<file path="src/hdl/aspect_fit_scaler_mapper_assert.svh">
// ----------------------------------------------------------------------------
// aspect fit scaler mapper assertion macros
// concurrent assertion wrappers, empty when SYNTH is defined
// ----------------------------------------------------------------------------
`ifndef ASPECT_FIT_SCALER_MAPPER_ASSERT_SVH
`define ASPECT_FIT_SCALER_MAPPER_ASSERT_SVH

`ifndef SYNTH

// property must hold at every clock edge outside reset
`define AFSM_ASSERT(lbl, clk, rst_n, prop, msg) \
  lbl: assert property (@(posedge clk) disable iff (!rst_n) (prop)) else $error(msg);

// condition must never be seen outside reset
`define AFSM_NEVER(lbl, clk, rst_n, cond, msg) \
  lbl: assert property (@(posedge clk) disable iff (!rst_n) !(cond)) else $error(msg);

`else

`define AFSM_ASSERT(lbl, clk, rst_n, prop, msg)
`define AFSM_NEVER(lbl, clk, rst_n, cond, msg)

`endif

`endif

</file>
<file path="src/hdl/afsm_pkg.sv">
`timescale 1ns / 1ps
// ----------------------------------------------------------------------------
// afsm_pkg
// shared widths, register indexes, fit status struct and divider step
// ----------------------------------------------------------------------------
package afsm_pkg;

  localparam int unsigned SIDE_W = 13;
  localparam int unsigned OFS_W  = 12;
  localparam int unsigned PROD_W = 2 * SIDE_W;
  localparam int unsigned POS_W  = 16;
  localparam int unsigned IDX_W  = 3;

  // configuration register indexes
  localparam logic [IDX_W-1:0] REG_SRC_WIDTH   = 3'd0;
  localparam logic [IDX_W-1:0] REG_SRC_HEIGHT  = 3'd1;
  localparam logic [IDX_W-1:0] REG_VIEW_WIDTH  = 3'd2;
  localparam logic [IDX_W-1:0] REG_VIEW_HEIGHT = 3'd3;

  // func codes
  localparam logic FUNC_RECT  = 1'b0;
  localparam logic FUNC_PIXEL = 1'b1;

  // geometry seen by the mapping pipeline
  typedef struct packed {
    logic              busy;
    logic [SIDE_W-1:0] src_width;
    logic [SIDE_W-1:0] src_height;
    logic [SIDE_W-1:0] fitted_width;
    logic [SIDE_W-1:0] fitted_height;
    logic [OFS_W-1:0]  offset_x;
    logic [OFS_W-1:0]  offset_y;
  } fit_t;

  // one restoring division step, remainder below divisor on entry
  // returns {quotient bit, new remainder}
  function automatic logic [SIDE_W:0] div_step(input logic [SIDE_W-1:0] rem,
                                               input logic nbit,
                                               input logic [SIDE_W-1:0] den);
    logic [SIDE_W:0] trial;
    logic [SIDE_W:0] diff;
    trial = {rem, nbit};
    diff  = trial - {1'b0, den};
    if (trial >= {1'b0, den}) begin
      return {1'b1, diff[SIDE_W-1:0]};
    end
    return {1'b0, trial[SIDE_W-1:0]};
  endfunction

endpackage

</file>
<file path="src/hdl/afsm_div.sv">
`timescale 1ns / 1ps
// ----------------------------------------------------------------------------
// afsm_div
// pipelined restoring divider lane, one quotient bit per stage
// ----------------------------------------------------------------------------
module afsm_div (
  input  logic                          clk_i,
  input  logic                          adv_i,
  input  logic [afsm_pkg::PROD_W-1:0]   num_i,
  input  logic [afsm_pkg::SIDE_W-1:0]   den_i,
  output logic [afsm_pkg::SIDE_W-1:0]   quo_o,
  output logic                          rem_nz_o
);

  localparam int unsigned SW = afsm_pkg::SIDE_W;

  logic [SW-1:0] rem_q [SW];
  logic [SW-1:0] quo_q [SW];
  logic [SW-1:0] low_q [SW-1];
  logic [SW-1:0] den_q [SW-1];

  for (genvar k = 0; k < SW; k++) begin : g_stage
    logic [SW-1:0] rem_in;
    logic [SW-1:0] low_in;
    logic [SW-1:0] quo_in;
    logic [SW-1:0] den_in;
    logic [SW:0]   step;

    // stage inputs: upper half of the numerator enters as remainder
    if (k == 0) begin : g_first
      assign rem_in = num_i[afsm_pkg::PROD_W-1:SW];
      assign low_in = num_i[SW-1:0];
      assign quo_in = '0;
      assign den_in = den_i;
    end else begin : g_next
      assign rem_in = rem_q[k-1];
      assign low_in = low_q[k-1];
      assign quo_in = quo_q[k-1];
      assign den_in = den_q[k-1];
    end

    assign step = afsm_pkg::div_step(rem_in, low_in[SW-1], den_in);

    // remainder and quotient registers
    always_ff @(posedge clk_i) begin
      if (adv_i) begin
        rem_q[k] <= step[SW-1:0];
        quo_q[k] <= {quo_in[SW-2:0], step[SW]};
      end
    end

    // numerator bits and divisor travel on to later stages
    if (k < SW - 1) begin : g_fwd
      always_ff @(posedge clk_i) begin
        if (adv_i) begin
          low_q[k] <= {low_in[SW-2:0], 1'b0};
          den_q[k] <= den_in;
        end
      end
    end
  end

  assign quo_o    = quo_q[SW-1];
  assign rem_nz_o = |rem_q[SW-1];

endmodule

</file>
<file path="config.mk">
export PLATFORM = sky130hd
export DESIGN_NAME = afsm_div
export DESIGN_NICKNAME = d
export VERILOG_FILES = /design/src/hdl/aspect_fit_scaler_mapper_assert.svh /design/src/hdl/afsm_pkg.sv /design/src/hdl/afsm_div.sv
export SDC_FILE = /design/constraint.sdc
export NUM_CORES = 1
export LEC_CHECK = 0
export ABC_AREA = 1
export BUFFER_PORTS_ARGS = -buffer_cell sky130_fd_sc_hd__buf_2
export CAP_MARGIN = 15
export CORE_MARGIN = 5
export CORE_UTILIZATION = 40
export CTS_CLUSTER_DIAMETER = 80
export DETAILED_ROUTE_END_ITERATION = 10
export GPL_TIMING_DRIVEN = 0
export HOLD_SLACK_MARGIN = 0.06
export PLACE_DENSITY = 0.63
export SLEW_MARGIN = 20
export SYNTH_ARGS = -nofsm -noshare
export SYNTH_HDL_FRONTEND = slang
export SYNTH_SLANG_ARGS = --single-unit
</file>
<file path="constraint.sdc">
create_clock -name clk_i -period 3.45 [get_ports clk_i]
set_input_delay 1.035 -clock clk_i [delete_from_list [all_inputs] [get_ports clk_i]]
set_output_delay 1.035 -clock clk_i [all_outputs]
set_load 0.02 [all_outputs]
</file>
**Word-level counts from Yosys, hierarchy flattened**

Memory sizes are Yosys's and may differ from the RTL's.
Cells that the tools add are included.

- Register bits after elaboration: 0
- Memory bits (writable): 638
- Logic and storage cells: 72
- Memories kept: 4

Memory list:

| memory | depth | bits a word | rd ports | clocked after memory_dff | wr ports | RTL line | source |
|---|---|---|---|---|---|---|---|
| quo_q | 13 | 13 | 13 | 0 | 13 | afsm_div.sv:18 | `logic [SW-1:0] quo_q [SW];` |
| rem_q | 13 | 13 | 13 | 0 | 13 | afsm_div.sv:17 | `logic [SW-1:0] rem_q [SW];` |
| den_q | 12 | 13 | 12 | 0 | 12 | afsm_div.sv:20 | `logic [SW-1:0] den_q [SW-1];` |
| low_q | 12 | 12 | 12 | 0 | 12 | afsm_div.sv:19 | `logic [SW-1:0] low_q [SW-1];` |

- Add/sub/neg operators: 13
- Order comparisons: 13
- Mux-type cells: 41
- Reduce and logical (&&, ||, !) cells: 1

Operator list:

| operator | count |
|---|---|
| 14-bit two-way mux | 26 |
| 14-bit by 13-bit greater-or-equal comparator with 1-bit output | 13 |
| 13-bit subtractor | 13 |
| 1-bit two-way mux | 15 |
| 13-bit OR reduction | 1 |

**Logic depth before layout (Yosys ltp)**

An unclocked memory read counts as a cell.

- Depth in word-level cells: 4
- Depth in mapped cells: 13
- Mapped depth without buffers: 13

**Worst setup path after synthesis**

Ideal clock, no wire load.

- Path kind: input to register
- Start: input port num_i[12] (netlist name)
- End: memory rem_q[0][1] (netlist name) (data pin)
- Setup time: 253 ps
- Data arrival time: 2,459 ps
- Required time: 3,197 ps
- Setup slack: 737 ps
- Stages on the path: 13
- Path through: inv_1 -> ha_1 -> inv_1 -> fa_1 -> nand2_1 -> nand2_1 -> nand3_1 -> nand2_1 -> nand2_2 -> nand3_4 -> buf_8 -> nand2_1 -> o21ai_2

RTL lines:

| element | RTL line | source |
|---|---|---|
| start, declared | afsm_div.sv:9 | `input logic [afsm_pkg::PROD_W-1:0] num_i,` |
| end, declared | afsm_div.sv:17 |  |

==> flow_summary.yaml <==
run_status:
  status: "finished clean"
final_layout:
  layout_commonest_cell: "nand2_1"
  drive_gt1_frac: 0.1205
  seq_area_mm2: 0.01483
  num-fill-cells: 7093
  multi_input_area_mm2: 0.01157
  mostFrequentLayoutCells: "1007 x nand2_1, 707 x inv_1, 494 x edfxtp_1"
  final_net_count: 3615
  diodes: 0
  syn2layout_area_growth_pct: 11.89
routing:
  drt-initial-drc-count: 1303
  drt-total-wl_mm: 62.12
  vias_per_cell: 4.697
  firstDrtPassIters: 5
  vias: 20647
  drc_errors: 0
  avgRoutedWirePerCell_um: 14.13
  drtAntennaViolNets: 0
floorplanning:
  fp.dieArea_mm2: 0.07927
  start_util: 0.4036
  fp-row-count: 99
  die_h_um: 281.6
  core_mm2: 0.07308
  pin_count: 55
  die_w_um: 281.6
global_route:
  grt_start_max_net_pins: 104
  grt_usage: 0.1571
  grt_pass1_wl_mm: 101.8
  grt_antenna_before_repair: 0
  grt_pass1_vias: 19783
  grt-ovfl-total: 0
clocking:
  root_buffer: "clkbuf_16"
  cts_tree: "yes"
  clock_latency_ns: 0.61
  clk_pin_slew_ns: 0.06
  cts_made_buffers: 56
  clockBufferDepth: 3
  cts.repair.resized: 0
  cts_setup_buffers: 0
  cts-hold-fix-buffers: 0
  h-tree-depth: 2
  cts_num_sinks: 494
sta:
  skew_ns: 0.02535
  worst_pin_slew_ns: 0.5363
  hold_viol: 0
  setup_viol: 0
  grt_setup_unrepaired: "no"
  period_needed_ns: 2.689
  fin_crit_sh: 0.7795
  slew_headroom: 0.6425
  slew_violations: 0
  max_freq_mhz: 371.9
  setup_ws_ns: 0.7609
place:
  place.gp.congestion: 0.8808
  hpwl_mm: 47.67
  pre_cts_slack_ns: 0.3513
  port_buffers: 54
synth:
  synth_area_per_cell_um2: 9.007
  syn_nets: 3498
  ys_types: 32
  ys_seq_area_frac: 0.5029
  ys_seq_elements: 494
  synth_area_mm2: 0.02950
  synth_area_leaders: "edfxtp_1 50%, nand2_1 13%, inv_1 9.0%"
  netlist_instances: 3275
  yosysWarnings: 0
  yosysTopAreaCell: "edfxtp_1"
  synth_top_cell_area_share: 0.5029
critical_path:
  critPathLaunchType: "flop"
  endpoint_kind: "primary output"
  critical_path_class: "reg -> out"
  worstPathRequired_ns: 2.41
  worstPathArrival_ns: 1.65
  critPathMaxFanout: 1
power:
  total_power_w: 0.02684
  power_density_mw_per_mm2: 813.2
  leakage_nw: 16.00
  peakVddDrop_mv: 0.4187
worst_hold_path:
  hold_path.class: "reg -> reg"
run:
  cap_violations: 0
[cell usage after synthesis (all sizes together)]
cell,n
nand2,1049
inv,718
edfxtp,494
nand3,233
ha,169
nor2,161
nand4,148
o21ai,97
xor2,72
a21oi,64
buf,40
fa,13
nor3,10
and2,5
nor4,2
[area by class of cell]
class                      instances  area share
timing repair buffer              59     0.01266
clock inverter                    32     0.01179
sequential                       494      0.4495
inverter                         718     0.08166
tap                              959     0.03636
clock buffer                      71     0.04545
buffer                            40     0.01209
multi-input combinational       2023      0.3505
[cell families after synthesis]
kind of cell / share of synthesized area
AND/OR/NAND/NOR: 0.2522
adder cells (fa/ha/maj): 0.08051
buffers and inverters: 0.1049
XOR/XNOR: 0.02138
flip-flops: 0.5029
AO/OA/AOI/OAI: 0.03813
[final timing paths]
check	end	from	depth (start not counted)	slack (ns)
worst max-delay path	rem_nz_o	rem_q[1][55]	3	0.76
worst min-delay path	low_q[1][8]	low_q[0][43]	0	0.41
worst max register to register	rem_q[0][100]	low_q[1][35]	13	0.95
worst min register to register	low_q[1][8]	low_q[0][43]	0	0.41
[where the power goes]
group	internal [W]	switching, W	total, W	leakage (nW)
combinational	0.00419	0.00738	0.0116	10.3
clock	0.00367	0.00239	0.00606	0.894
sequential	0.00847	0.000743	0.00921	4.84
[state kept, by name, summed over array words and instances, names as in the netlist]
name   cells
quo_q     91
den_q    156
low_q     78
rem_q    169
[per-layer routing]
layer / track usage / part of all wire
met4: 0.03678 / 0.021
met1: 0.2157 / 0.47
met3: 0.02459 / 0.040
met2: 0.2643 / 0.47
met5: 0 / 0
[critical path, stage by stage (launching register included)]
cell and delay (ns):
edfxtp_1 0.37, nor4_1 0.35, nand4_1 0.13, buf_2 0.19
[metrics by stage]
step	setup TNS [ns]	hold WS, ns	std cells	utilization	cell area, um^2
after global placement	-3071.04	0.4002	4288	0.4237	30970
after floorplan	0	0.4003	3275	-	29500
after CTS	0	0.4066	4396	0.4516	33000
final	0	0.4061	4396	0.4516	33000
after global routing	0	0.4154	4396	0.4516	33000
after detailed placement	0	0.4045	4293	0.4257	31110
Power figures use the tool's default switching activity.
