`src/hdl/aspect_fit_scaler_mapper_assert.svh`:
```
// ----------------------------------------------------------------------------
// aspect fit scaler mapper assertion macros
// concurrent assertion wrappers, empty when SYNTH is defined
// ----------------------------------------------------------------------------
`ifndef ASPECT_FIT_SCALER_MAPPER_ASSERT_SVH
`define ASPECT_FIT_SCALER_MAPPER_ASSERT_SVH

`ifndef SYNTH

// property must hold at every clock edge outside reset
`define AFSM_ASSERT(lbl, clk, rst_n, prop, msg) \
  lbl: assert property (@(posedge clk) disable iff (!rst_n) (prop)) else $error(msg);

// condition must never be seen outside reset
`define AFSM_NEVER(lbl, clk, rst_n, cond, msg) \
  lbl: assert property (@(posedge clk) disable iff (!rst_n) !(cond)) else $error(msg);

`else

`define AFSM_ASSERT(lbl, clk, rst_n, prop, msg)
`define AFSM_NEVER(lbl, clk, rst_n, cond, msg)

`endif

`endif

```
`src/hdl/afsm_pkg.sv`:
```
`timescale 1ns / 1ps
// ----------------------------------------------------------------------------
// afsm_pkg
// shared widths, register indexes, fit status struct and divider step
// ----------------------------------------------------------------------------
package afsm_pkg;

  localparam int unsigned SIDE_W = 13;
  localparam int unsigned OFS_W  = 12;
  localparam int unsigned PROD_W = 2 * SIDE_W;
  localparam int unsigned POS_W  = 16;
  localparam int unsigned IDX_W  = 3;

  // configuration register indexes
  localparam logic [IDX_W-1:0] REG_SRC_WIDTH   = 3'd0;
  localparam logic [IDX_W-1:0] REG_SRC_HEIGHT  = 3'd1;
  localparam logic [IDX_W-1:0] REG_VIEW_WIDTH  = 3'd2;
  localparam logic [IDX_W-1:0] REG_VIEW_HEIGHT = 3'd3;

  // func codes
  localparam logic FUNC_RECT  = 1'b0;
  localparam logic FUNC_PIXEL = 1'b1;

  // geometry seen by the mapping pipeline
  typedef struct packed {
    logic              busy;
    logic [SIDE_W-1:0] src_width;
    logic [SIDE_W-1:0] src_height;
    logic [SIDE_W-1:0] fitted_width;
    logic [SIDE_W-1:0] fitted_height;
    logic [OFS_W-1:0]  offset_x;
    logic [OFS_W-1:0]  offset_y;
  } fit_t;

  // one restoring division step, remainder below divisor on entry
  // returns {quotient bit, new remainder}
  function automatic logic [SIDE_W:0] div_step(input logic [SIDE_W-1:0] rem,
                                               input logic nbit,
                                               input logic [SIDE_W-1:0] den);
    logic [SIDE_W:0] trial;
    logic [SIDE_W:0] diff;
    trial = {rem, nbit};
    diff  = trial - {1'b0, den};
    if (trial >= {1'b0, den}) begin
      return {1'b1, diff[SIDE_W-1:0]};
    end
    return {1'b0, trial[SIDE_W-1:0]};
  endfunction

endpackage

```
`src/hdl/afsm_fit.sv`:
```
`timescale 1ns / 1ps
// ----------------------------------------------------------------------------
// afsm_fit
// configuration registers and the sequential aspect fit of the output box
// ----------------------------------------------------------------------------
`include "aspect_fit_scaler_mapper_assert.svh"

module afsm_fit #(
  parameter int unsigned MAX_SIDE = 4096
) (
  input  logic                          clk_i,
  input  logic                          rst_ni,
  input  logic                          cfg_we_i,
  input  logic [afsm_pkg::IDX_W-1:0]    cfg_idx_i,
  input  logic [afsm_pkg::SIDE_W-1:0]   cfg_data_i,
  output afsm_pkg::fit_t                fit_o
);

  localparam int unsigned SW  = afsm_pkg::SIDE_W;
  localparam int unsigned PW  = afsm_pkg::PROD_W;
  localparam int unsigned CW  = $clog2(SW);

  typedef enum logic [2:0] {
    ST_IDLE,
    ST_MUL,
    ST_SEL,
    ST_DIV,
    ST_FIN,
    ST_OFS
  } fit_state_e;

  fit_state_e     state_q;
  logic [SW-1:0]  src_w_q, src_h_q, view_w_q, view_h_q;
  logic [SW-1:0]  fit_w_q, fit_h_q;
  logic [afsm_pkg::OFS_W-1:0] ofs_x_q, ofs_y_q;
  logic           wfill_q;
  logic [CW-1:0]  cnt_q;

  logic [PW-1:0]  prod_a_q, prod_b_q;
  logic [SW-1:0]  rem_q, low_q, quo_q, den_q;

  logic [SW-1:0]  cfg_val;
  logic           cfg_hit;
  logic [SW:0]    step;
  logic [SW-1:0]  fit_side;
  logic [PW-1:0]  sel_num;
  logic [SW-1:0]  slack_x, slack_y;

  // clamp written value into the legal side range
  always_comb begin
    cfg_val = cfg_data_i;
    if (cfg_data_i == '0) begin
      cfg_val = SW'(1);
    end else if (32'(cfg_data_i) > MAX_SIDE) begin
      cfg_val = SW'(MAX_SIDE);
    end
  end

  assign cfg_hit  = cfg_we_i && (cfg_idx_i <= afsm_pkg::REG_VIEW_HEIGHT);
  assign step     = afsm_pkg::div_step(rem_q, low_q[SW-1], den_q);
  assign fit_side = (quo_q == '0) ? SW'(1) : quo_q;
  assign sel_num  = (prod_a_q <= prod_b_q) ? prod_a_q : prod_b_q;
  assign slack_x  = view_w_q - fit_w_q;
  assign slack_y  = view_h_q - fit_h_q;

  // sequencer, registers and fitted box
  always_ff @(posedge clk_i or negedge rst_ni) begin
    if (!rst_ni) begin
      state_q  <= ST_IDLE;
      src_w_q  <= SW'(640);
      src_h_q  <= SW'(480);
      view_w_q <= SW'(960);
      view_h_q <= SW'(720);
      fit_w_q  <= SW'(960);
      fit_h_q  <= SW'(720);
      ofs_x_q  <= '0;
      ofs_y_q  <= '0;
      wfill_q  <= 1'b0;
      cnt_q    <= '0;
    end else if (cfg_hit) begin
      case (cfg_idx_i)
        afsm_pkg::REG_SRC_WIDTH:  src_w_q  <= cfg_val;
        afsm_pkg::REG_SRC_HEIGHT: src_h_q  <= cfg_val;
        afsm_pkg::REG_VIEW_WIDTH: view_w_q <= cfg_val;
        default:                  view_h_q <= cfg_val;
      endcase
      state_q <= ST_MUL;
    end else begin
      case (state_q)
        ST_MUL: begin
          state_q <= ST_SEL;
        end
        ST_SEL: begin
          wfill_q <= prod_a_q <= prod_b_q;
          cnt_q   <= '0;
          state_q <= ST_DIV;
        end
        ST_DIV: begin
          cnt_q <= cnt_q + CW'(1);
          if (cnt_q == CW'(SW - 1)) begin
            state_q <= ST_FIN;
          end
        end
        ST_FIN: begin
          if (wfill_q) begin
            fit_w_q <= view_w_q;
            fit_h_q <= fit_side;
          end else begin
            fit_w_q <= fit_side;
            fit_h_q <= view_h_q;
          end
          state_q <= ST_OFS;
        end
        ST_OFS: begin
          ofs_x_q <= slack_x[SW-1:1];
          ofs_y_q <= slack_y[SW-1:1];
          state_q <= ST_IDLE;
        end
        default: begin
          state_q <= ST_IDLE;
        end
      endcase
    end
  end

  // cross products and the shared division step
  always_ff @(posedge clk_i) begin
    case (state_q)
      ST_MUL: begin
        prod_a_q <= PW'(view_w_q) * PW'(src_h_q);
        prod_b_q <= PW'(view_h_q) * PW'(src_w_q);
      end
      ST_SEL: begin
        rem_q <= sel_num[PW-1:SW];
        low_q <= sel_num[SW-1:0];
        quo_q <= '0;
        den_q <= (prod_a_q <= prod_b_q) ? src_w_q : src_h_q;
      end
      ST_DIV: begin
        rem_q <= step[SW-1:0];
        low_q <= {low_q[SW-2:0], 1'b0};
        quo_q <= {quo_q[SW-2:0], step[SW]};
      end
      default: begin
      end
    endcase
  end

  assign fit_o.busy          = (state_q != ST_IDLE);
  assign fit_o.src_width     = src_w_q;
  assign fit_o.src_height    = src_h_q;
  assign fit_o.fitted_width  = fit_w_q;
  assign fit_o.fitted_height = fit_h_q;
  assign fit_o.offset_x      = ofs_x_q;
  assign fit_o.offset_y      = ofs_y_q;

  // settled box lies inside the viewport, fills one side of it and is centred horizontally
  `AFSM_ASSERT(a_box_inside, clk_i, rst_ni, (state_q == ST_IDLE) |-> (fit_w_q <= view_w_q && fit_h_q <= view_h_q && fit_w_q != '0 && fit_h_q != '0), "fitted box exceeds viewport")
  `AFSM_ASSERT(a_box_fills, clk_i, rst_ni, (state_q == ST_IDLE) |-> (fit_w_q == view_w_q || fit_h_q == view_h_q), "fitted box fills no viewport side")
  `AFSM_ASSERT(a_box_centred, clk_i, rst_ni, (state_q == ST_IDLE) |-> ((SW'(ofs_x_q) << 1) + fit_w_q == view_w_q || (SW'(ofs_x_q) << 1) + fit_w_q + SW'(1) == view_w_q), "horizontal offset is not half the slack")

endmodule

```
`config.mk`:
```
export PLATFORM = sky130hd
export DESIGN_NAME = afsm_fit
export DESIGN_NICKNAME = d
export VERILOG_FILES = /design/src/hdl/afsm_pkg.sv /design/src/hdl/afsm_fit.sv
export VERILOG_INCLUDE_DIRS = /design/src /design/src/hdl
export SDC_FILE = /design/constraint.sdc
export NUM_CORES = 1
export LEC_CHECK = 0
export ABC_AREA = 1
export BUFFER_PORTS_ARGS = -buffer_cell sky130_fd_sc_hd__buf_2
export CAP_MARGIN = 20
export CORE_ASPECT_RATIO = 2
export CORE_UTILIZATION = 40
export CTS_CLUSTER_SIZE = 10
export DETAILED_ROUTE_END_ITERATION = 10
export PLACE_DENSITY = 0.63
export SLEW_MARGIN = 25
export SYNTH_ARGS = -nofsm -noshare
export SYNTH_HDL_FRONTEND = slang
export SYNTH_SLANG_ARGS = --single-unit
```
`constraint.sdc`:
```
create_clock -name clk_i -period 6 [get_ports clk_i]
set_input_delay 1.8 -clock clk_i [delete_from_list [all_inputs] [get_ports clk_i]]
set_output_delay 1.8 -clock clk_i [all_outputs]
set_load 0.1 [all_outputs]
```
; Yosys cells after proc, flatten, opt, wreduce, memory -nomap -nowiden
; Index checks and enable logic that the tools add are counted.
[totals]
register_bits = 214
inputBits = 19
out_inout_bits = 77
word_cells = 70
[op_classes]
n_addsub = 4
mul = 2
order_cmp = 4
n_eq_ne = 9
muxes = 17
bitwise_logic = 2
reduce_logical = 15
[op_table]
columns = cell, count
row1 = $mux 13, 6
row2 = $pmux 13 s2, 3
row3 = $mul 13x13->26, 2
row4 = $sub 13x13->13, 3
row5 = $mux 14, 2
row6 = $le 26x26->1, 1
row7 = $logic_not 13->1, 2
row8 = $mux 26, 1
row9 = $reduce_and 2->1, 8
row10 = $ge 14x13->1, 1
row11 = $gt 13x13->1 const B, 1
row12 = $pmux 3 s4, 1
row13 = $eq 3x2->1 const B, 3
row14 = $pmux 4 s2, 1
row15 = $eq 3x1->1 const B, 2
row16 = $eq 3x3->1 const B, 2
row17 = $mux 3, 2
row18 = $add 4x1->4 const B, 1
row19 = $eq 4x4->1 const B, 1
row20 = $le 3x2->1 const B, 1
row21 = $logic_not 3->1, 1
row22 = $ne 3x3->1 const B, 1
row23 = $reduce_bool 3->1, 1
row24 = $reduce_or 3->1, 1
row25 = other kinds (4), 5

; Depth between registers and ports, before layout
; Gate-level depths: netlist of the first run.
[logic_depth]
word_depth = 4
ltp_mapped = 23
ltp_nobuf = 21

; Least setup slack after synthesis of the first run
; Ideal clock, no wire load.
[synth_timing]
kind = register to register
from = register src_w_q[4]
to = register prod_b_q[25], data pin
setup_time_ns = 0.252
arrival_ns = 5.147
required_ns = 5.748
setup_slack_ns = 0.600
stages_incl_launch_ff = 19
n_path_buf = 1
synth_period_minus_slack_ns = 5.400
path_cell_list = dfrtp_1 -> clkbuf_1 -> nand2_1 -> fa_1 -> inv_1 -> fa_1 -> fa_1 -> fa_1 -> inv_1 -> fa_1 -> inv_1 -> ha_1 -> a21oi_1 -> o21ai_0 -> a21oi_1 -> o21ai_1 -> a21o_1 -> nand2_1 -> nand2_1
[synth_via]
elab_chain_cells = 1
[synth_rtl]
columns = element, line
row1 = start: declaration, afsm_fit.sv:33  ; logic [SW-1:0] src_w_q, src_h_q, view_w_q, view_h_q;
row2 = start signal: assignment, afsm_fit.sv:82  ; afsm_pkg::REG_SRC_WIDTH: src_w_q <= cfg_val;
row3 = $mul 13x13->26, afsm_fit.sv:131  ; prod_b_q <= PW'(view_h_q) * PW'(src_w_q);
row4 = end signal: assignment, afsm_fit.sv:131
row5 = end: declaration, afsm_fit.sv:39  ; logic [PW-1:0] prod_a_q, prod_b_q;
; Every way passes these cells.
; A chain may end at the register's enable or synchronous reset.

; Final worst setup path of the first run
[layout_timing]
from = register src_h_q[4]
to = register prod_a_q[23], data pin
[layout_via]
elab_chain_cells = 1
[layout_rtl]
columns = element, line
row1 = start: declaration, afsm_fit.sv:33
row2 = start signal: assignment, afsm_fit.sv:83  ; afsm_pkg::REG_SRC_HEIGHT: src_h_q <= cfg_val;
row3 = $mul 13x13->26, afsm_fit.sv:130  ; prod_a_q <= PW'(view_w_q) * PW'(src_h_q);
row4 = end signal: assignment, afsm_fit.sv:130
row5 = end: declaration, afsm_fit.sv:39
; Every way passes these cells.

==> results by group, run 1 <==
Outcome
  – Outcome: finished clean

Routing
  – Number of vias per cell after detailed routing: just over 5
  – Vias: between 15000 and 20000
  – Detail Route Antenna Nets: 0
  – Drt drc: 0
  – Routed wire per std cell: 18.5 µm
  – Total detailed-routing wirelength: approximately 70000 µm
  – Starting DRT DRC Count: approximately 970
  – Number of search-and-repair iterations in the first detailed-routing pass: 5

Finish
  – Commonest non-fill, non-tap cells in the layout: sky130_fd_sc_hd__nand2_1 (762), sky130_fd_sc_hd__inv_1 (720), sky130_fd_sc_hd__fa_1 (245), sky130_fd_sc_hd__ha_1 (205), sky130_fd_sc_hd__nor2_1 (117)
  – Total of fill cells in the finished design: about 5700
  – Syn-to-layout area delta: 8.66%
  – Count of antenna diodes in the layout: 0
  – Total Nets Final: ~3500
  – Fraction of final layout cells sized beyond drive strength 1: between 7 and 8%
  – Leading cell type in the layout, fill and taps excluded: sky130_fd_sc_hd__nand2_1
  – Registers with the highest flip-flop counts: prod_a_q x26, prod_b_q x26

Yosys
  – Area fraction in and, or, nand and nor cells after synthesis: 19.1%
  – Arithmetic-cell share of the synthesized area counting full adders, half adders and majority gates: between 30% and 40%
  – Flop and latch count out of synthesis: 214
  – Share of cell area taken by muxes after synthesis: 0%
  – Number of enable-type register cells in the synthesized netlist: 104
  – Nets in the synthesized netlist: 3389
  – Average cell area after synthesis: 7.94 µm²
  – Count of distinct cell types in the synthesized netlist: 54
  – Top flip-flop cell by instance count after synthesis: sky130_fd_sc_hd__edfxtp_1
  – Synth Area in Compound Gates: ~7.5%
  – Synthesis Warnings: 0
  – Proportion of synthesized chip area in sequential cells: between 20 and 30%
  – Synthesized instance count: a little under 3000
  – Area of the mapped netlist: 0.0232 mm²
  – Xor-xnor portion of the synthesized cell area: approximately 2.2%
  – Dominant combinational cell family by area after synthesis: adder cells
  – Share of flip-flops with an asynchronous set or reset after synthesis: ~50%

CTS
  – Largest buffer count on any clock path: 3
  – Setup Buffers After CTS: 0
  – Clk pin slew, worst setup/hold paths: approximately 70 ps
  – Root Buffer Master: sky130_fd_sc_hd__clkbuf_16
  – Latest clock arrival within the worst-skew pair: roughly 570 ps
  – Number of CTS-inserted buffers: 26
  – Clock tree sinks: roughly 210
  – Hold Buf Count CTS: 0
  – Resized cells post-CTS: 0
  – Clock tree from TritonCTS: done
  – H-tree depth: 1

Worst setup path
  – Destination of the critical timing path: prod_a_q[23]$_DFFE_PP_
  – Family with the most delay on the worst path: adder cells
  – Worst setup path startpoint: src_h_q[4]$_DFFE_PN0P_
  – Startpoint of the worst register-to-register path: src_h_q[4]$_DFFE_PN0P_
  – Cell type of the slowest stage on the worst timing path: sky130_fd_sc_hd__dfrtp_1
  – Setup CP Type: flop to flop
  – Critical path launch point type: flop
  – Setup slack of the worst register-to-register path: ~290 ps
  – Crit path max fanout: 16
  – Cell type with the highest occurrence count on the critical path: sky130_fd_sc_hd__fa_1
  – Crit Reg-Reg Endpoint: prod_a_q[23]$_DFFE_PP_
  – Levels on crit path: 16
  – Worst reg2reg path depth: 16
  – Slowest Stage Delay on Critical Path: about 800 ps
  – WP data arrival: approximately 6000 ps
  – Crit path buf inv count: 3
  – Crit path capture type: flop
  – Data required time of the worst path: between 6000 and 7000 ps
  – Cell breakdown of the critical path: nand2_1 > fa_1 > inv_1 > fa_1 > fa_1 > fa_1 > inv_1 > fa_1 > inv_1 > ha_1 > nand2_1 > nor2_1 > and2_1 > nand4_1 > nand4_1 > xor2_1

STA
  – Remaining max-slew budget at the tightest pin: 36.9%
  – Achievable Freq: 175 MHz
  – Total setup violations reported at the end of the flow: 0
  – Fin crit share: between 90% and 100%
  – Final-layout setup total negative slack: 0 ps
  – Actual transition at the worst max-transition pin: around 940 ps
  – Final Worst Setup Slack: between 200 and 300 ps
  – Max Slew Vio Count: 0
  – Number of failing hold endpoints at the final stage: 0
  – Shortest period the worst path allows: 5710 ps
  – Clock tree skew after final layout: 19.5 ps
  – RSZ-0062 raised after global routing: no

Job
  – Max Cap Violations: 0

Power and ir drop
  – Ratio of total power to cell area: between 400 and 500 mW/mm²
  – Worst-case vdd ir drop: roughly 0.44 mV
  – Leakage: approximately 14 nW

Global routing
  – Number of antenna violations at the first check in global routing: 0
  – Pin count of the biggest net entering global routing: 59
  – Overflow left after global routing: 0
  – First-pass GRT wire length: 107000 µm
  – Number of global-route vias before repair: slightly below 20000
  – GR Util All Layers: approximately a quarter

Floorplan
  – Placeable core region: between 0.05 and 0.06 mm²
  – DIE WIDTH: 172 µm
  – Height of the die: around 340 µm
  – Std-Cell Rows: between 100 and 150
  – Total Die Area: 0.0590 mm²
  – Initial Utilization: 40.5%
  – Number of top-level pins: 96

Placed design
  – Final GP Congestion: between 0.9 and 1
  – HPWL after detailed placement: 57400 µm
  – Post-Place Worst Slack: around 320 ps
  – Number of buffers inserted by port buffering: 95

Hold path
  – Tightest Hold Check Type: flop to flop
## Yosys cell counts (all sizes together), types with 2 or more instances
cell    instances  area (µm²)
nand3         114         593
o21a            8        60.1
xor2           41         359
o21bai         10        75.1
or2             3        21.3
nor4            6        52.6
nor2          122         475
dfrtp          88        2200
a31oi          14        87.6
a21o           10        75.1
clkbuf         78         313
nand3b          2        15.0
a21boi          9        75.1
o211ai          7        52.6
xnor2          17         149
ha            205        2560
nand2         768        2900
and2            3        18.8
o21ai         147         762
fa            245        4900
edfxtp        104        3120
nor3           15         135
o22ai           8        50.1
buf            15         100
a21oi          94         478
dfstp          22         578
inv           731        2740
nand4          31         200
## worst min-delay path, delay by kind of cell, from the launching register on
kind / cells / cell delay [ps]
and+or+nand+nor: 1 / 60
AOI/OAI and AO/OA: 1 / 50
DFF: 1 / 330
## per-stage QoR
step	instances	power, W	hold WS (ps)	util (%)	instance area, µm²
final	3755	0.0125	475	44.0	25200
after floorplan	2920	0.00894	478	-	23200
after detailed placement	3712	0.0111	467	42.7	24500
after global placement	3712	0.0110	461	42.7	24500
after CTS	3755	0.0126	481	44.0	25200
after global routing	3755	0.0135	498	44.0	25200
## metal layers
layer  vias up  part of all wire, %  track usage (%)
met3       223                  3.2             2.33
met5         -                    0                0
li1       8991                    -                -
met1      9200                   33             23.2
met2       503                   57             47.7
met4         0                  7.1             15.3
## kinds of logic (layout without fill, tap and decap cells)
kind of cell / after synthesis / after routing
buffers and inverters: 824 / 903
adder cells (fa/ha/maj): 450 / 450
XOR/XNOR: 58 / 58
AO/OA/AOI/OAI: 309 / 309
flip-flops: 214 / 214
AND/OR/NAND/NOR: 1065 / 1065
## power breakdown
part           switching [W]  internal (W)  leakage (nW)
Clock               0.000661      0.000799         0.350
Sequential          0.000639       0.00247          2.33
Combinational        0.00569       0.00226          11.3
Total                0.00699       0.00553          14.0
## area by class of cell
| type | instances | area, µm² | share of cell area (%) |
|---|---|---|---|
| Sequential cell | 214 | 5900 | 23.4 |
| Clock inverter | 5 | 41.3 | 0.164 |
| Multi-Input combinational cell | 1882 | 14100 | 56.1 |
| Tap cell | 756 | 946 | 3.75 |
| Clock buffer | 38 | 696 | 2.76 |
| Timing Repair Buffer | 129 | 733 | 2.91 |
| Inverter | 731 | 2740 | 10.9 |
## how the worst min path moves through the flow
stage	from	to	cells after the start
finish	ofs_x_q[1]$_DFFE_PN0P_	ofs_x_q[1]$_DFFE_PN0P_	2
global route	ofs_y_q[8]$_DFFE_PN0P_	ofs_y_q[8]$_DFFE_PN0P_	2
CTS	ofs_y_q[1]$_DFFE_PN0P_	ofs_y_q[1]$_DFFE_PN0P_	2
detailed placement	ofs_x_q[1]$_DFFE_PN0P_	ofs_x_q[1]$_DFFE_PN0P_	2
global placement	ofs_y_q[11]$_DFFE_PN0P_	ofs_y_q[11]$_DFFE_PN0P_	2
floorplan	view_h_q[9]$_DFFE_PN1P_	view_h_q[9]$_DFFE_PN1P_	2
(Power assumes the default switching activity.)
==> run 2: changes to the inputs <==
--- a/config.mk
+++ b/config.mk
@@ -10,10 +10,10 @@
 export BUFFER_PORTS_ARGS = -buffer_cell sky130_fd_sc_hd__buf_2
 export CAP_MARGIN = 20
 export CORE_ASPECT_RATIO = 2
-export CORE_UTILIZATION = 40
+export CORE_UTILIZATION = 41
 export CTS_CLUSTER_SIZE = 10
 export DETAILED_ROUTE_END_ITERATION = 10
-export PLACE_DENSITY = 0.63
+export PLACE_DENSITY = 0.64
 export SLEW_MARGIN = 25
 export SYNTH_ARGS = -nofsm -noshare
 export SYNTH_HDL_FRONTEND = slang
==> run 2 against run 1 <==
Wire length fell by 0.65%. Fmax rose by 5.0%. Clock power fell by 3%. Final cell count fell by 0.13%. Combinational power barely moved. Core utilization rose by 0.93 points. Worst hold slack improved by 2.0 ps. Via count rose by 0.38%. Critical path type unchanged.
==> results by group, run 2 (synthesized netlist as in run 1, its figures left out) <==
Worst setup path
  – Startpoint of the worst register-to-register path: view_w_q[10]$_DFFE_PN0P_
  – WP data arrival: roughly 5800 ps
  – Crit Reg-Reg Endpoint: prod_a_q[18]$_DFFE_PP_
  – Crit path max fanout: 12
  – Crit path capture type: flop
  – Data required time of the worst path: 6320 ps
  – Worst reg2reg path depth: 17
  – Critical path launch point type: flop
  – Setup slack of the worst register-to-register path: around 560 ps
  – Setup CP Type: flop to flop

Routing
  – Vias: 19000
  – Number of vias per cell after detailed routing: 5.06
  – Drt drc: 0
  – Detail Route Antenna Nets: 0
  – Total detailed-routing wirelength: roughly 69000 µm
  – Number of search-and-repair iterations in the first detailed-routing pass: 5
  – Routed wire per std cell: between 15 and 20 µm
  – Starting DRT DRC Count: ~930

Floorplan
  – Placeable core region: ~0.056 mm²
  – Number of top-level pins: between 90 and 100
  – Initial Utilization: 41.4%
  – Std-Cell Rows: approximately 120
  – Height of the die: approximately 340 µm
  – Total Die Area: 0.0576 mm²
  – DIE WIDTH: roughly 170 µm

CTS
  – Hold Buf Count CTS: 0
  – Resized cells post-CTS: 0
  – H-tree depth: 1
  – Root Buffer Master: sky130_fd_sc_hd__clkbuf_16
  – Latest clock arrival within the worst-skew pair: between 500 and 600 ps
  – Largest buffer count on any clock path: 3
  – Clk pin slew, worst setup/hold paths: about 60 ps
  – Setup Buffers After CTS: 0
  – Clock tree sinks: roughly 210
  – Number of CTS-inserted buffers: 25
  – Clock tree from TritonCTS: done

STA
  – Final-layout setup total negative slack: 0 ps
  – Clock tree skew after final layout: between 15 and 20 ps
  – Fin crit share: 90.6%
  – Shortest period the worst path allows: between 5000 and 6000 ps
  – Achievable Freq: around 180 MHz
  – Number of failing hold endpoints at the final stage: 0
  – Max Slew Vio Count: 0
  – Actual transition at the worst max-transition pin: slightly above 900 ps
  – Total setup violations reported at the end of the flow: 0
  – Remaining max-slew budget at the tightest pin: 37.6%
  – RSZ-0062 raised after global routing: no

Global routing
  – Pin count of the biggest net entering global routing: 63
  – First-pass GRT wire length: between 100000 and 150000 µm
  – Number of global-route vias before repair: about 20000
  – Number of antenna violations at the first check in global routing: 2
  – Met1 track demand over resource: 23.7%
  – Overflow left after global routing: 0
  – Global Route met2 Usage: 47.3%
  – Most utilized layer in the global route result: met2
  – GR Util All Layers: between 20 and 25%
  – Met3 Resource Use GR: about 2.6%

Power and ir drop
  – Switching Share: between 50% and 60%
  – Worst-case vdd ir drop: 0.333 mV
  – Relative contribution of the clock network to total power: between 10 and 15%
  – Leakage: around 14 nW
  – Ratio of total power to cell area: just under 500 mW/mm²
  – Internal power: ~0.0055 W
  – Sequential fraction of design power: approximately a quarter
  – Share of power burned in combinational logic: a little under two thirds
  – Net Sw Power: just under 0.007 W

Finish
  – Leading cell type in the layout, fill and taps excluded: sky130_fd_sc_hd__nand2_1
  – Fraction of final layout cells sized beyond drive strength 1: 7.57%
  – Total Nets Final: about 3500
  – Finished Cell Area: between 0.02 and 0.03 mm²
  – Registers with the highest flip-flop counts: prod_a_q x26, prod_b_q x26
  – Commonest non-fill, non-tap cells in the layout: sky130_fd_sc_hd__nand2_1 (762), sky130_fd_sc_hd__inv_1 (720), sky130_fd_sc_hd__fa_1 (245), sky130_fd_sc_hd__ha_1 (205), sky130_fd_sc_hd__nor2_1 (117)
  – Syn-to-layout area delta: 8.57%
  – Count of antenna diodes in the layout: 0
  – Total of fill cells in the finished design: approximately 5700

Hold path
  – Tightest Hold Check Type: flop to flop
  – Worst hold start: ofs_y_q[11]$_DFFE_PN0P_
  – Number of cells traversed by the worst hold path: 2
  – Hold endpoint: ofs_y_q[11]$_DFFE_PN0P_

Placed design
  – Placement Cell Area: approximately 0.024 mm²
  – Final GP Congestion: approximately 0.97
  – HPWL after detailed placement: approximately 57000 µm
  – Number of buffers inserted by port buffering: 95

Job
  – Max Cap Violations: 0

Outcome
  – Outcome: finished clean
## run 2: cell count changes in the layout (fill, tap and decap cells not counted), sizes merged
cell	previous run	this run
buf	129	132
inv	731	732
clkinvlp	2	0
clkinv	3	2
## run 2: power groups by stage
stage	logic, W	registers [W]	clock network (W)
after floorplan	0.00477	0.00417	0
after global placement	0.00790	0.00311	0
after detailed placement	0.00797	0.00312	0
after CTS	0.00801	0.00310	0.00144
after global routing	0.00886	0.00316	0.00148
final	0.00796	0.00310	0.00141
## run 2: per-layer routing
layer  share of wire (%)  up-vias
met5               0.039        -
met4                 7.8        4
met3                 3.7      240
met2                  55      518
met1                  33     9232
li1                    -     8995
## run 2: worst max-delay path by stage
stage	endpoint	startpoint
finish	prod_a_q[18]$_DFFE_PP_	view_w_q[10]$_DFFE_PN0P_
global placement	prod_a_q[18]$_DFFE_PP_	view_w_q[8]$_DFFE_PN1P_
global route	prod_a_q[23]$_DFFE_PP_	view_w_q[11]$_DFFE_PN0P_
CTS	prod_a_q[18]$_DFFE_PP_	view_w_q[8]$_DFFE_PN1P_
floorplan	prod_b_q[25]$_DFFE_PP_	src_w_q[4]$_DFFE_PN0P_
detailed placement	prod_a_q[18]$_DFFE_PP_	view_w_q[8]$_DFFE_PN1P_
## run 2: area by class of cell
type / count / area, µm² / area share (%)
Multi-Input combinational cell: 1882 / 14100 / 56.1
Sequential cell: 214 / 5900 / 23.4
Clock inverter: 3 / 27.5 / 0.109
Inverter: 731 / 2740 / 10.9
Clock buffer: 38 / 674 / 2.68
Timing Repair Buffer: 132 / 756 / 3.00
Tap cell: 750 / 938 / 3.73
## run 2: metrics by stage
step	hold slack, ps	total power [W]	utilization (%)	setup slack (ps)	std cells
6_report	477	0.0125	44.9	563	3750
2_1_floorplan	478	0.00894	-	600	2920
3_3_place_gp	458	0.0110	43.7	568	3709
3_5_place_dp	464	0.0111	43.7	602	3709
4_1_cts	478	0.0125	44.9	580	3750
5_1_grt	498	0.0135	44.9	347	3750
## run 2: worst max-delay path, stage by stage, from the launching register on
cell and delay (ps):
sky130_fd_sc_hd__dfrtp_1 800, sky130_fd_sc_hd__buf_4 300, sky130_fd_sc_hd__nand2_1 80, sky130_fd_sc_hd__fa_1 500, sky130_fd_sc_hd__inv_1 60, sky130_fd_sc_hd__ha_1 290
sky130_fd_sc_hd__fa_1 550, sky130_fd_sc_hd__fa_1 550, sky130_fd_sc_hd__inv_1 50, sky130_fd_sc_hd__fa_1 470, sky130_fd_sc_hd__inv_1 40, sky130_fd_sc_hd__ha_1 350
sky130_fd_sc_hd__nand2_1 130, sky130_fd_sc_hd__nor2_1 310, sky130_fd_sc_hd__inv_1 60, sky130_fd_sc_hd__o21ai_0 360, sky130_fd_sc_hd__a21oi_1 140, sky130_fd_sc_hd__xor2_1 160
==> run 3: changes to the inputs <==
--- a/config.mk
+++ b/config.mk
@@ -10,10 +10,10 @@
 export BUFFER_PORTS_ARGS = -buffer_cell sky130_fd_sc_hd__buf_2
 export CAP_MARGIN = 20
 export CORE_ASPECT_RATIO = 2
-export CORE_UTILIZATION = 41
+export CORE_UTILIZATION = 60
 export CTS_CLUSTER_SIZE = 10
 export DETAILED_ROUTE_END_ITERATION = 10
-export PLACE_DENSITY = 0.64
+export PLACE_DENSITY = 0.85
 export SLEW_MARGIN = 25
 export SYNTH_ARGS = -nofsm -noshare
 export SYNTH_HDL_FRONTEND = slang
==> run 3 against run 2 <==
Fmax fell by 4.5%. Setup slack got worse by 260 ps. Clock skew increased by 4.6 ps. Register-to-register slack got worse by 260 ps. Final cell count down 6.6%. Core utilization up 20 points. Critical path depth unchanged. Sequential cell count is the same. Clock power is 6% higher. Via count rose by 4.0%. Largest power group unchanged.
==> results by group, run 3 (synthesized netlist as in run 1, its figures left out) <==
STA
  – Actual transition at the worst max-transition pin: 982 ps
  – Number of failing hold endpoints at the final stage: 0
  – Clock tree skew after final layout: roughly 21 ps
  – Remaining max-slew budget at the tightest pin: between 30 and 40%
  – Max Slew Vio Count: 0
  – Shortest period the worst path allows: about 5700 ps
  – Fin crit share: between 90 and 100%
  – Total setup violations reported at the end of the flow: 0
  – Final Worst Setup Slack: between 300 and 400 ps
  – RSZ-0062 raised after global routing: no
  – Achievable Freq: around 180 MHz
  – Final-layout setup total negative slack: 0 ps

CTS
  – Resized cells post-CTS: 0
  – Number of CTS-inserted buffers: 26
  – Clock tree from TritonCTS: done
  – Latest clock arrival within the worst-skew pair: 560 ps
  – Setup Buffers After CTS: 0
  – Hold Buf Count CTS: 0
  – Clock tree sinks: around 210
  – Clk pin slew, worst setup/hold paths: ~70 ps
  – Root Buffer Master: sky130_fd_sc_hd__clkbuf_16
  – Largest buffer count on any clock path: 3
  – H-tree depth: 1

Global routing
  – Number of antenna violations at the first check in global routing: 0
  – Pin count of the biggest net entering global routing: approximately 80
  – Number of global-route vias before repair: ~20000
  – First-pass GRT wire length: around 110000 µm
  – GR Util All Layers: 36.2%
  – Overflow left after global routing: 0

Placed design
  – HPWL after detailed placement: 54600 µm
  – Final GP Congestion: just under 1
  – Post-Place Worst Slack: between 400 and 500 ps
  – Number of buffers inserted by port buffering: 95

Routing
  – Routed wire per std cell: between 15 and 20 µm
  – Total detailed-routing wirelength: 69200 µm
  – Starting DRT DRC Count: 1464
  – Detail Route Antenna Nets: 0
  – Vias: about 20000
  – Number of search-and-repair iterations in the first detailed-routing pass: 5
  – Number of vias per cell after detailed routing: ~5.6
  – Drt drc: 0

Floorplan
  – Placeable core region: 0.0380 mm²
  – Initial Utilization: around three fifths
  – DIE WIDTH: approximately 140 µm
  – Number of top-level pins: 96
  – Total Die Area: 0.0395 mm²
  – Std-Cell Rows: between 100 and 150
  – Height of the die: around 280 µm

Power and ir drop
  – Ratio of total power to cell area: between 500 and 600 mW/mm²
  – Leakage: approximately 14 nW
  – Worst-case vdd ir drop: a little under 0.4 mV
  – Post-layout power: around 0.013 W

Finish
  – Fraction of final layout cells sized beyond drive strength 1: slightly above 7%
  – Total Nets Final: 3437
  – Registers with the highest flip-flop counts: prod_a_q x26, prod_b_q x26
  – Leading cell type in the layout, fill and taps excluded: sky130_fd_sc_hd__nand2_1
  – Commonest non-fill, non-tap cells in the layout: sky130_fd_sc_hd__nand2_1 (762), sky130_fd_sc_hd__inv_1 (720), sky130_fd_sc_hd__fa_1 (245), sky130_fd_sc_hd__ha_1 (205), sky130_fd_sc_hd__nor2_1 (117)
  – Total of fill cells in the finished design: approximately 3200
  – Count of antenna diodes in the layout: 0
  – Area taken by flip-flops and latches: slightly below 0.006 mm²
  – Multi-input gate area: about 0.014 mm²
  – Syn-to-layout area delta: 7.00%

Worst setup path
  – WP data arrival: between 6000 and 7000 ps
  – Critical path launch point type: flop
  – Crit path capture type: flop
  – Crit path max fanout: 15
  – Data required time of the worst path: between 6000 and 7000 ps
  – Setup CP Type: flop to flop

Job
  – Max Cap Violations: 0

Hold path
  – Tightest Hold Check Type: flop to flop

Outcome
  – Outcome: finished clean
-- run 3: cell types whose count changed in the layout (fill, tap and decap cells not counted) --
cell / delta
sky130_fd_sc_hd__buf_4: -21
sky130_fd_sc_hd__clkbuf_1: +5
sky130_fd_sc_hd__buf_6: +2
sky130_fd_sc_hd__clkinv_1: -2
sky130_fd_sc_hd__clkinv_4: +2
sky130_fd_sc_hd__clkbuf_16: +1
sky130_fd_sc_hd__clkbuf_8: +1
sky130_fd_sc_hd__clkinv_8: +1
sky130_fd_sc_hd__inv_16: -1
-- run 3: layout make-up --
type	count	area share, %
Timing Repair Buffer	113	2.50
Clock buffer	45	2.95
Sequential cell	214	23.8
Inverter	731	11.1
Multi-Input combinational cell	1882	57.0
Clock inverter	3	0.136
Tap cell	515	2.60
-- run 3: final timing paths --
path / startpoint / to / slack (ps) / depth (start not counted)
max: view_w_q[3]$_DFFE_PN0P_ / prod_a_q[20]$_DFFE_PP_ / 310 / 17
min: ofs_y_q[11]$_DFFE_PN0P_ / ofs_y_q[11]$_DFFE_PN0P_ / 470 / 2
max reg2reg: view_w_q[3]$_DFFE_PN0P_ / prod_a_q[20]$_DFFE_PP_ / 310 / 17
min reg2reg: ofs_y_q[11]$_DFFE_PN0P_ / ofs_y_q[11]$_DFFE_PN0P_ / 470 / 2
max in group asynchronous: rst_ni / fit_h_q[6]$_DFFE_PN1P_ / 3790 / 2
min in group asynchronous: rst_ni / ofs_x_q[7]$_DFFE_PN0P_ / 1270 / 1
-- run 3: worst max-delay path, stage by stage, from the launching register on --
cell and delay [ps]:
sky130_fd_sc_hd__dfrtp_1 880, sky130_fd_sc_hd__nand2_1 160, sky130_fd_sc_hd__fa_1 500, sky130_fd_sc_hd__fa_1 530
sky130_fd_sc_hd__inv_1 40, sky130_fd_sc_hd__ha_1 310, sky130_fd_sc_hd__fa_1 540, sky130_fd_sc_hd__inv_1 60
sky130_fd_sc_hd__fa_1 520, sky130_fd_sc_hd__inv_1 40, sky130_fd_sc_hd__ha_1 350, sky130_fd_sc_hd__a21oi_1 320
sky130_fd_sc_hd__a21boi_1 400, sky130_fd_sc_hd__o21ai_0 250, sky130_fd_sc_hd__nand3_1 350, sky130_fd_sc_hd__nand2_1 90
sky130_fd_sc_hd__nand2_1 70, sky130_fd_sc_hd__nand2_1 40
-- run 3: metal layers --
layer  global-route usage [%]  routed length [µm]
met1                     34.7               21500
met2                     64.7               35600
met3                     5.46                4300
met4                     35.7                7760
met5                        0                   0
-- run 3: report_power, final --
part	internal, W	switching, W	leakage, nW
Clock	0.000827	0.000658	0.364
Combinational	0.00228	0.00579	11.3
Sequential	0.00248	0.000734	2.33
Total	0.00559	0.00719	14.0
-- run 3: stage by stage --
step / cells / hold slack, ps / instance area, µm² / utilization [%]
after detailed placement: 3454 / 462 / 24000 / 63.2
after global routing: 3503 / 499 / 24800 / 65.2
final: 3503 / 475 / 24800 / 65.2
after CTS: 3502 / 479 / 24800 / 65.2
after global placement: 3454 / 461 / 24000 / 63.2
after floorplan: 2920 / 478 / 23200 / -
